==> config.mk <==
export PLATFORM = sky130hd
export DESIGN_NAME = integer_to_ascii_radix_formatter_top
export DESIGN_NICKNAME = d
export VERILOG_FILES = /design/src/rtl/core/i2a_fmt_pkg.sv /design/src/rtl/core/integer_to_ascii_radix_formatter_top.sv
export VERILOG_INCLUDE_DIRS = /design/src /design/src/rtl/core
export SDC_FILE = /design/constraint.sdc
export NUM_CORES = 1
export LEC_CHECK = 0
export BUFFER_PORTS_ARGS = -buffer_cell sky130_fd_sc_hd__buf_2
export CORE_UTILIZATION = 40
export DETAILED_ROUTE_END_ITERATION = 8
export GPL_ROUTABILITY_DRIVEN = 0
export PLACE_DENSITY = 0.69
export SLEW_MARGIN = 20
export SYNTH_ARGS = -nofsm -noshare
export SYNTH_HDL_FRONTEND = slang
export SYNTH_SLANG_ARGS = --single-unit
==> constraint.sdc <==
create_clock -name clock -period 4.55 [get_ports clock]
set_input_delay 0.2275 -clock clock [delete_from_list [all_inputs] [get_ports clock]]
set_output_delay 0.2275 -clock clock [all_outputs]
set_load 0.005 [all_outputs]
==> src/rtl/core/integer_to_ascii_radix_formatter_top_assert.svh <==
// ----------------------------------------------------------------------------
// Assertion macros for the integer to ASCII radix formatter
// Concurrent checks that compile away when NO_ASSERTIONS is set
// ----------------------------------------------------------------------------
`ifndef INTEGER_TO_ASCII_RADIX_FORMATTER_TOP_ASSERT_SVH
`define INTEGER_TO_ASCII_RADIX_FORMATTER_TOP_ASSERT_SVH

`ifndef NO_ASSERTIONS
`define I2A_ASSERT_SAME(lbl, clk, rst, ante, cons, msg) \
   lbl: assert property (@(posedge clk) disable iff (rst) (ante) |-> (cons)) else $error(msg);
`define I2A_ASSERT_NEXT(lbl, clk, rst, ante, cons, msg) \
   lbl: assert property (@(posedge clk) disable iff (rst) (ante) |=> (cons)) else $error(msg);
`else
`define I2A_ASSERT_SAME(lbl, clk, rst, ante, cons, msg)
`define I2A_ASSERT_NEXT(lbl, clk, rst, ante, cons, msg)
`endif

`endif

==> src/rtl/core/i2a_fmt_pkg.sv <==
// ----------------------------------------------------------------------------
// Integer to ASCII radix formatter package
// Radix codes, sequencer states, character constants and a digit to ASCII function
// ----------------------------------------------------------------------------
package i2a_fmt_pkg;

   typedef enum logic [1:0] {
      RADIX_DEC = 2'd0,
      RADIX_BIN = 2'd1,
      RADIX_HEX = 2'd2,
      RADIX_OCT = 2'd3
   } radix_type;

   typedef enum logic [4:0] {
      ST_IDLE   = 5'b00001,
      ST_DABBLE = 5'b00010,
      ST_SKIP   = 5'b00100,
      ST_SIGN   = 5'b01000,
      ST_EMIT   = 5'b10000
   } state_type;

   localparam logic [7:0] CHAR_SPACE = 8'h20;
   localparam logic [7:0] CHAR_MINUS = 8'h2D;
   localparam logic [7:0] CHAR_ZERO  = 8'h30;
   localparam logic [7:0] CHAR_ONE   = 8'h31;

   function automatic logic [7:0] digit_char(input logic [3:0] digit);
      logic [7:0] ch;
      case (digit)
         4'hA: ch = 8'h41;
         4'hB: ch = 8'h42;
         4'hC: ch = 8'h43;
         4'hD: ch = 8'h44;
         4'hE: ch = 8'h45;
         4'hF: ch = 8'h46;
         default: ch = CHAR_ZERO + {4'h0, digit};
      endcase
      return ch;
   endfunction

endpackage

==> src/rtl/core/integer_to_ascii_radix_formatter_top.sv <==
// ----------------------------------------------------------------------------
// Integer to ASCII radix formatter
// Turns one integer into its text in decimal, grouped binary, hex or octal
// ----------------------------------------------------------------------------
//  channel   ports                                   direction
//  request   req_valid req_stall req_value           in
//  response  rsp_valid rsp_stall rsp_out_char/last   out
//  csr       csr_wr_en csr_output_radix              in
//
//  digits come from a bit-serial double dabble, and at width 32 leading
//  zero digits leave a 48-bit shift register one per cycle
//  a new request is taken the cycle after the last character is loaded
//  reset clears the sequencer, output valid and the radix (decimal)
//  rsp_stall holds the output register and pauses character generation
`include "integer_to_ascii_radix_formatter_top_assert.svh"

module integer_to_ascii_radix_formatter_top #(
   parameter int VALUE_WIDTH = 32
) (
   input  logic                          clock,
   input  logic                          reset,
   input  logic                          req_valid,
   output logic                          req_stall,
   input  logic signed [VALUE_WIDTH-1:0] req_value,
   output logic                          rsp_valid,
   input  logic                          rsp_stall,
   output logic [7:0]                    rsp_out_char,
   output logic                          rsp_last_char,
   input  logic                          csr_wr_en,
   input  logic [1:0]                    csr_output_radix
);
   import i2a_fmt_pkg::*;

   localparam int DEC_DIGITS = (VALUE_WIDTH * 30103) / 100000 + 1;
   localparam int BCD_W      = 4 * DEC_DIGITS;
   localparam int VAL_PAD_W  = ((VALUE_WIDTH + 11) / 12) * 12;
   localparam int BCD_PAD_W  = ((BCD_W + 11) / 12) * 12;
   localparam int SR_W       = (VAL_PAD_W > BCD_PAD_W) ? VAL_PAD_W : BCD_PAD_W;
   localparam int NIBBLES    = SR_W / 4;
   localparam int OCTETS     = SR_W / 3;
   localparam int CNT_W      = $clog2(SR_W + 1);

   state_type              state_ff, state_in;
   radix_type              radix_ff, radix_in;
   logic [SR_W-1:0]        sr_ff, sr_in;
   logic [VALUE_WIDTH-1:0] mag_ff, mag_in;
   logic [CNT_W-1:0]       cnt_ff, cnt_in;
   logic                   neg_ff, neg_in;
   logic                   space_ff, space_in;
   logic                   rsp_valid_ff, rsp_valid_in;
   logic [7:0]             rsp_char_ff, rsp_char_in;
   logic                   rsp_last_ff, rsp_last_in;

   logic [VALUE_WIDTH-1:0] value_u;
   logic                   req_take;
   logic                   out_free;
   logic [SR_W-1:0]        sr_adj;
   logic [3:0]             top_digit;
   logic [CNT_W-1:0]       cnt_dec;

   assign value_u   = $unsigned(req_value);
   assign req_stall = (state_ff != ST_IDLE);
   assign req_take  = req_valid && !req_stall;
   assign out_free  = !rsp_valid_ff || !rsp_stall;
   assign top_digit = (radix_ff == RADIX_OCT) ? {1'b0, sr_ff[SR_W-1 -: 3]}
                                              : sr_ff[SR_W-1 -: 4];
   assign cnt_dec   = cnt_ff - CNT_W'(1);

   // add-3 on every bcd digit of 5 or more before the shift
   always_comb begin
      logic [3:0] nib;
      sr_adj = sr_ff;
      for (int i = 0; i < NIBBLES; i++) begin
         nib = sr_ff[4*i +: 4];
         sr_adj[4*i +: 4] = (nib >= 4'd5) ? nib + 4'd3 : nib;
      end
   end

   always_comb begin
      state_in     = state_ff;
      radix_in     = radix_ff;
      sr_in        = sr_ff;
      mag_in       = mag_ff;
      cnt_in       = cnt_ff;
      neg_in       = neg_ff;
      space_in     = space_ff;
      rsp_valid_in = rsp_valid_ff && rsp_stall;
      rsp_char_in  = rsp_char_ff;
      rsp_last_in  = rsp_last_ff;

      if (csr_wr_en) begin
         radix_in = radix_type'(csr_output_radix);
      end

      case (state_ff)
         ST_IDLE: begin
            if (req_take) begin
               neg_in   = (radix_ff == RADIX_DEC) && value_u[VALUE_WIDTH-1];
               mag_in   = value_u[VALUE_WIDTH-1] ? (~value_u + VALUE_WIDTH'(1)) : value_u;
               space_in = 1'b0;
               if (radix_ff == RADIX_DEC) begin
                  sr_in    = '0;
                  cnt_in   = CNT_W'(VALUE_WIDTH);
                  state_in = ST_DABBLE;
               end else begin
                  sr_in    = SR_W'(value_u);
                  cnt_in   = (radix_ff == RADIX_OCT) ? CNT_W'(OCTETS) : CNT_W'(NIBBLES);
                  state_in = ST_SKIP;
               end
            end
         end
         ST_DABBLE: begin
            sr_in  = {sr_adj[SR_W-2:0], mag_ff[VALUE_WIDTH-1]};
            mag_in = {mag_ff[VALUE_WIDTH-2:0], 1'b0};
            cnt_in = cnt_dec;
            if (cnt_ff == CNT_W'(1)) begin
               cnt_in   = CNT_W'(NIBBLES);
               state_in = ST_SKIP;
            end
         end
         ST_SKIP: begin
            if (top_digit == 4'd0 && cnt_ff != CNT_W'(1)) begin
               sr_in  = (radix_ff == RADIX_OCT) ? (sr_ff << 3) : (sr_ff << 4);
               cnt_in = cnt_dec;
            end else begin
               if (radix_ff == RADIX_BIN) begin
                  cnt_in = cnt_ff << 2;
               end
               state_in = neg_ff ? ST_SIGN : ST_EMIT;
            end
         end
         ST_SIGN: begin
            if (out_free) begin
               rsp_valid_in = 1'b1;
               rsp_char_in  = CHAR_MINUS;
               rsp_last_in  = 1'b0;
               state_in     = ST_EMIT;
            end
         end
         ST_EMIT: begin
            if (out_free) begin
               rsp_valid_in = 1'b1;
               rsp_last_in  = 1'b0;
               if (radix_ff == RADIX_BIN) begin
                  if (space_ff) begin
                     rsp_char_in = CHAR_SPACE;
                     space_in    = 1'b0;
                  end else begin
                     rsp_char_in = sr_ff[SR_W-1] ? CHAR_ONE : CHAR_ZERO;
                     sr_in       = sr_ff << 1;
                     cnt_in      = cnt_dec;
                     space_in    = (cnt_dec != '0) && (cnt_dec[1:0] == 2'b00);
                     rsp_last_in = (cnt_ff == CNT_W'(1));
                  end
               end else begin
                  rsp_char_in = digit_char(top_digit);
                  sr_in       = (radix_ff == RADIX_OCT) ? (sr_ff << 3) : (sr_ff << 4);
                  cnt_in      = cnt_dec;
                  rsp_last_in = (cnt_ff == CNT_W'(1));
               end
               if (rsp_last_in) begin
                  state_in = ST_IDLE;
               end
            end
         end
         default: begin
            state_in = ST_IDLE;
         end
      endcase
   end

   always_ff @(posedge clock) begin
      if (reset) begin
         state_ff     <= ST_IDLE;
         radix_ff     <= RADIX_DEC;
         rsp_valid_ff <= 1'b0;
         space_ff     <= 1'b0;
         cnt_ff       <= '0;
         neg_ff       <= 1'b0;
      end else begin
         state_ff     <= state_in;
         radix_ff     <= radix_in;
         rsp_valid_ff <= rsp_valid_in;
         space_ff     <= space_in;
         cnt_ff       <= cnt_in;
         neg_ff       <= neg_in;
      end
   end

   always_ff @(posedge clock) begin
      sr_ff       <= sr_in;
      mag_ff      <= mag_in;
      rsp_char_ff <= rsp_char_in;
      rsp_last_ff <= rsp_last_in;
   end

   assign rsp_valid     = rsp_valid_ff;
   assign rsp_out_char  = rsp_char_ff;
   assign rsp_last_char = rsp_last_ff;

   `I2A_ASSERT_SAME(a_state_onehot, clock, reset, 1'b1, $onehot(state_ff),
                    "state not one-hot")
   `I2A_ASSERT_SAME(a_cnt_busy, clock, reset, state_ff != ST_IDLE, cnt_ff != '0,
                    "busy with zero count")
   `I2A_ASSERT_SAME(a_space_pos, clock, reset, space_ff && state_ff == ST_EMIT,
                    (cnt_ff != '0) && (cnt_ff[1:0] == 2'b00), "space off group boundary")
   `I2A_ASSERT_NEXT(a_dec_start, clock, reset, req_take && radix_ff == RADIX_DEC,
                    state_ff == ST_DABBLE, "decimal request skipped conversion")
   `I2A_ASSERT_SAME(a_sign_dec, clock, reset, state_ff == ST_SIGN, radix_ff == RADIX_DEC,
                    "sign outside decimal")

endmodule
### Word level (Yosys, flattened, before mapping)

Index checks and enable logic that the tools add are counted.

* logic and storage cells: 153
* output and inout port bits: 11
* bits in registers: 105
* input bits: 39

* bitwise logic cells: 1
* reductions and logical operators: 25
* mux-type cells: 64
* add/subtract/negate cells: 15
* magnitude comparators: 12
* eq/ne operators: 26

Operators by type and width (count)
* two-way mux 48 bit: 6
* case mux 48 bit (4 select lines): 1
* two-way mux 32 bit: 3
* case mux 32 bit (2 select lines): 1
* greater-or-equal comparator 4 x 3 -> 1 bit (second input constant): 12
* two-way mux 4 bit: 12
* two-way mux 6 bit: 8
* two-way mux 5 bit: 9
* adder 4 x 2 -> 4 bit (second input constant): 11
* case mux 7 bit (6 select lines): 1
* adder 32 x 1 -> 32 bit (second input constant): 1
* inverter 32 bit: 1
* case mux 5 bit (5 select lines): 1
* equality test 4 bit (second input constant): 6
* two-way mux 8 bit: 3
* case mux 6 bit (4 select lines): 1
* != test 2 bit (second input constant): 8
* case mux 8 bit (2 select lines): 1
* two-way mux 1 bit: 13
* AND reduction 5 bit: 2
* adder 6 x 4 -> 7 bit (first input constant): 1
* equality test 6 x 1 -> 1 bit (second input constant): 1
* two-way mux 3 bit: 2
* != test 3 bit (second input constant): 2
* 25 further kinds: 36

### Depth between registers and ports, before layout

* word-level depth: 8
* gate-level depth with buffers: 9
* mapped depth without buffers: 8

### Least setup slack after synthesis

Ideal clock, no wire load.

* path kind: flip-flop to flip-flop
* from: reg radix_ff[0]
* to: reg sr_ff[0], enable pin
* setup slack: 1.535 ns
* arrival: 2.605 ns
* stages on the path, launching flop included: 7
* period minus slack after synthesis: 3.015 ns
* cell sequence: dfxtp_1 -> ha_1 -> buf_2 -> nor4b_2 -> a311oi_2 -> o311ai_1 -> and3_1

* word-level cells in the longest chain between the ends: 6

RTL lines
* start: declaration: RTL line integer_to_ascii_radix_formatter_top.sv:44 `radix_type radix_ff, radix_in;`
* start signal: assignment: RTL line integer_to_ascii_radix_formatter_top.sv:182 `radix_ff <= radix_in;`
* equality test 2 bit: RTL line integer_to_ascii_radix_formatter_top.sv:65 `assign top_digit = (radix_ff == RADIX_OCT) ? {1'b0, sr_ff[SR_W-1 -: 3]}`
* two-way mux 4 bit: RTL line integer_to_ascii_radix_formatter_top.sv:65
* logical NOT 4 bit: RTL line integer_to_ascii_radix_formatter_top.sv:122 `if (top_digit == 4'd0 && cnt_ff != CNT_W'(1)) begin`
* logical AND 1 bit: RTL line integer_to_ascii_radix_formatter_top.sv:122
* != test 2 bit (no source line)
* AND reduction 5 bit (no source line) *
* end signal: assignment: RTL line integer_to_ascii_radix_formatter_top.sv:191 `sr_ff <= sr_in;`
* end: declaration: RTL line integer_to_ascii_radix_formatter_top.sv:45 `logic [SR_W-1:0] sr_ff, sr_in;`

Every way passes the cells marked *; elsewhere a longest branch is shown, timed or not.
A chain may end at the register's enable or synchronous reset.

### Worst setup path in the final report

* from: reg radix_ff[0]
* to: reg sr_ff[29], enable pin

Same word-level chain as after synthesis.

==> qor.csv <==
stage,metric,value,unit
logic_synthesis,largest family of logic cells by synthesized area,compound AO/OA/AOI/OAI gates,
timing,clock skew,0.009114,ns
routing,WL per Instance,17.04,um
global_routing,gr usage total,19.39,%
routing,drt total wl,17810,um
timing,fin crit share,75.14,%
placed_design,dpl hpwl,12080,um
power,Max IR drop VDD,0.3866,mV
clock_tree,later-pin clock latency in the skew report,0.36,ns
cells_and_area,Nets,883,
worst_setup_path,Worst setup SP type,flip-flop,
logic_synthesis,mux contribution to synthesized area,6.940,%
cells_and_area,ANT cells,0,
logic_synthesis,Gate Count Post-Synth,791,
timing,"Slew Viols, Final",0,
timing,Worst-Margin Slew,1.094,ns
power,Sequential Power Share,44.5,%
floorplan,I/O Pins,50,
worst_setup_path,worst stage delay on the critical path,0.91,ns
worst_setup_path,crit end category,flip-flop,
power,switch share,41.34,%
logic_synthesis,Post-Syn Area,7373,um^2
cells_and_area,"most common cell after layout, fill and taps aside",nand2_1,
timing,Final min period,3.419,ns
global_routing,initial antenna violation count,0,
clock_tree,H-tree depth,3,
clock_tree,post-CTS sizing,0,
global_routing,vias in the first global route,5700,
worst_setup_path,Worst Path Max Fanout,30,
cells_and_area,area added between synthesis and finish,9.673,%
logic_synthesis,Syn. warnings,0,
timing,setup TNS,0,ns
logic_synthesis,predominant post-synthesis flop cell,edfxtp_1,
timing,FMAX,0.2925,GHz
logic_synthesis,syn avg cell area,9.322,um^2
power,combinational fraction of design power,38.9,%
power,clock network power share,16.6,%
job,max-cap check violation count,0,
timing,Slew HR,26.89,%
routing,DR vias,6053,
logic_synthesis,"area leader, netlist",edfxtp_1,
timing,RSZ-0062 raised after global routing,no,
timing,Final setup viols,0,
clock_tree,post-CTS setup buffer count,0,
routing,TritonRoute pass-1 iters,5,
status,status,finished clean,
global_routing,global route overflow,0,
worst_setup_path,worst endpoint data arrival time,3.48,ns
worst_setup_path,CP max stage cell,ha_2,
logic_synthesis,Synth Area in Compound Gates,20.62,%
routing,remaining antenna violation count,0,
logic_synthesis,syn_nets,862,
logic_synthesis,Post-Synth Simple-Gate Area,17.41,%
clock_tree,CTS Root Cell,clkbuf_16,
worst_setup_path,WP data required,4.61,ns
clock_tree,number of buffers created by CTS,9,
floorplan,initial core utilization,40.91,%
logic_synthesis,Synth area leaders,"edfxtp_1 36%, mux2i_1 6.8%, nand2_1 6.4%",
floorplan,width of the die,137.8,um
cells_and_area,Util after Layout,44.86,%
floorplan,die area,18980,um^2
floorplan,num rows,49,
floorplan,Die Y,137.8,um
worst_hold_path,HP Class,in2reg,
global_routing,largest net degree at the start of global routing,79,
clock_tree,Hold Buf Count CTS,0,
power,P_leak,0.002981,uW
logic_synthesis,Netlist cell types,77,
clock_tree,Longest Clk Path Bufs,2,
clock_tree,CTS tree,yes,
logic_synthesis,post-synth top area share,35.84,%
timing,hold slack,0.1429,ns
cells_and_area,share of layout cells above drive strength 1,11.76,%
logic_synthesis,Synth Area in Adders,5.430,%
cells_and_area,"commonest non-fill, non-tap cells in the layout","126 x nand2_1, 88 x edfxtp_1, 65 x o21ai_0",
logic_synthesis,Yosys reg bits,104,
logic_synthesis,register area share after synthesis,40.18,%
power,Power Dens Cells,582.1,nW/um^2
logic_synthesis,asr flop ratio synth,0,%
routing,number of vias per cell,5.792,
power,cell internal pwr,2761,uW
worst_setup_path,worst-path cell chain,"ha_2, a311oi_2, o311ai_1, and3_2, buf_4",
placed_design,I/O Buffers,48,
global_routing,first-pass GRT wire length,28770,um
power,Psw,1946,uW
routing,DRC,0,
routing,initial DRC count,473,
worst_setup_path,Crit Path Category,reg2reg,
clock_tree,Sink Count,104,
logic_synthesis,xor and xnor area share after synthesis,4.276,%
clock_tree,clock-pin slew on the worst setup and hold paths,0.07,ns
power,total power,4707,uW
floorplan,CORE AREA,18020,um^2
timing,Final Hold Vio Count,0,
logic_synthesis,Post-synth EDFFs,88,
worst max-delay path: cells and delay by family (launching register included):
family / cells / cell delay [ns]
simple gates: 1 / 0.67
compound gates: 2 / 0.76
fa+ha+maj: 1 / 0.91
buf+inv: 1 / 0.35
flops: 1 / 0.42
final cells by class:
cell class / instances / area (um^2)
clock inverters: 5 / 57.56
multi-input cells: 595 / 4058
flip-flops and latches: 104 / 2963
repair buffers: 56 / 320.3
clock buffers: 10 / 229.0
inverters: 46 / 172.7
well taps: 229 / 286.5
fillers: 1736 / 9938
flip-flops by register name (all words and copies together), names as in the netlist:
register / count
mag_ff: 32
rsp_valid: 1
cnt_ff: 6
rsp_last_char: 1
space_ff: 1
neg_ff: 1
rsp_out_char: 7
state_ff: 5
sr_ff: 48
radix_ff: 2
final timing paths:
check / from / endpoint / slack, ns / depth (start not counted)
worst max-delay path: radix_ff[0] / sr_ff[29] / 1.13 / 5
worst min-delay path: csr_output_radix[0] / radix_ff[0] / 0.14 / 3
worst min register to register: neg_ff / neg_ff / 0.47 / 2
worst max register to register: radix_ff[0] / sr_ff[29] / 1.13 / 5
through the flow:
| stage | instances | cell area (um^2) | setup slack, ns |
|---|---|---|---|
| after global placement | 1029 | 7772 | 1.230 |
| after CTS | 1044 | 8059 | 1.114 |
| after detailed placement | 1029 | 7772 | 1.123 |
| final | 1045 | 8087 | 1.131 |
| after global routing | 1045 | 8087 | 0.9191 |
| after floorplan | 791 | 7373 | 1.535 |
cell usage after synthesis, types with 2 or more instances:
library cell and n:
inv_1 46, nand2b_1 28, buf_6 2, a21oi_1 40, ha_1 32, a211oi_2 2, nor4b_2 2, or4_4 2
edfxtp_1 88, clkbuf_1 25, nand3b_1 4, xnor2_1 4, or4_1 2, nand3_1 18, a211o_1 4, buf_2 9
and3_1 9, o21ai_0 65, o311ai_1 2, o22a_1 2, a221o_1 21, a31oi_1 4, nor3_1 11, o21ai_1 2
buf_1 9, o41ai_2 3, dfxtp_1 16, o22ai_1 5, nand2_1 126, xor2_1 32, nor2_1 36, or3_1 2
o31ai_1 9, nor2b_1 2, o32ai_1 17, nand4_1 2, o41ai_1 4, a211oi_1 4, a32oi_1 2, a2111oi_0 2
o221ai_1 11, mux2i_1 50
power groups by stage:
| stage | clock network, uW | logic [uW] | registers [uW] |
|---|---|---|---|
| 6_report | 782 | 1830 | 2100 |
| 3_5_place_dp | 0 | 1810 | 2100 |
| 5_1_grt | 826 | 2070 | 2170 |
| 3_3_place_gp | 0 | 1760 | 2090 |
| 2_1_floorplan | 0 | 1430 | 1950 |
| 4_1_cts | 794 | 1820 | 2080 |
logic make-up after synthesis:
kind of cell             after synthesis
other                                  1
flip-flops                           104
AO/OA/AOI/OAI                        215
multiplexers                          51
AND/OR/NAND/NOR                      260
adder cells (fa/ha/maj)               32
buffers and inverters                 92
XOR/XNOR                              36
routing by layer:
| layer | part of all wire [%] | GRT usage (%) | vias to the layer above |
|---|---|---|---|
| li1 | - | - | 2968 |
| met1 | 48 | 26.79 | 2900 |
| met2 | 46 | 30.23 | 164 |
| met3 | 4.6 | 4.194 | 21 |
| met4 | 1.4 | 5.616 | 0 |
| met5 | 0 | 0 | - |
Note: power is estimated with default switching activity, not from simulation.
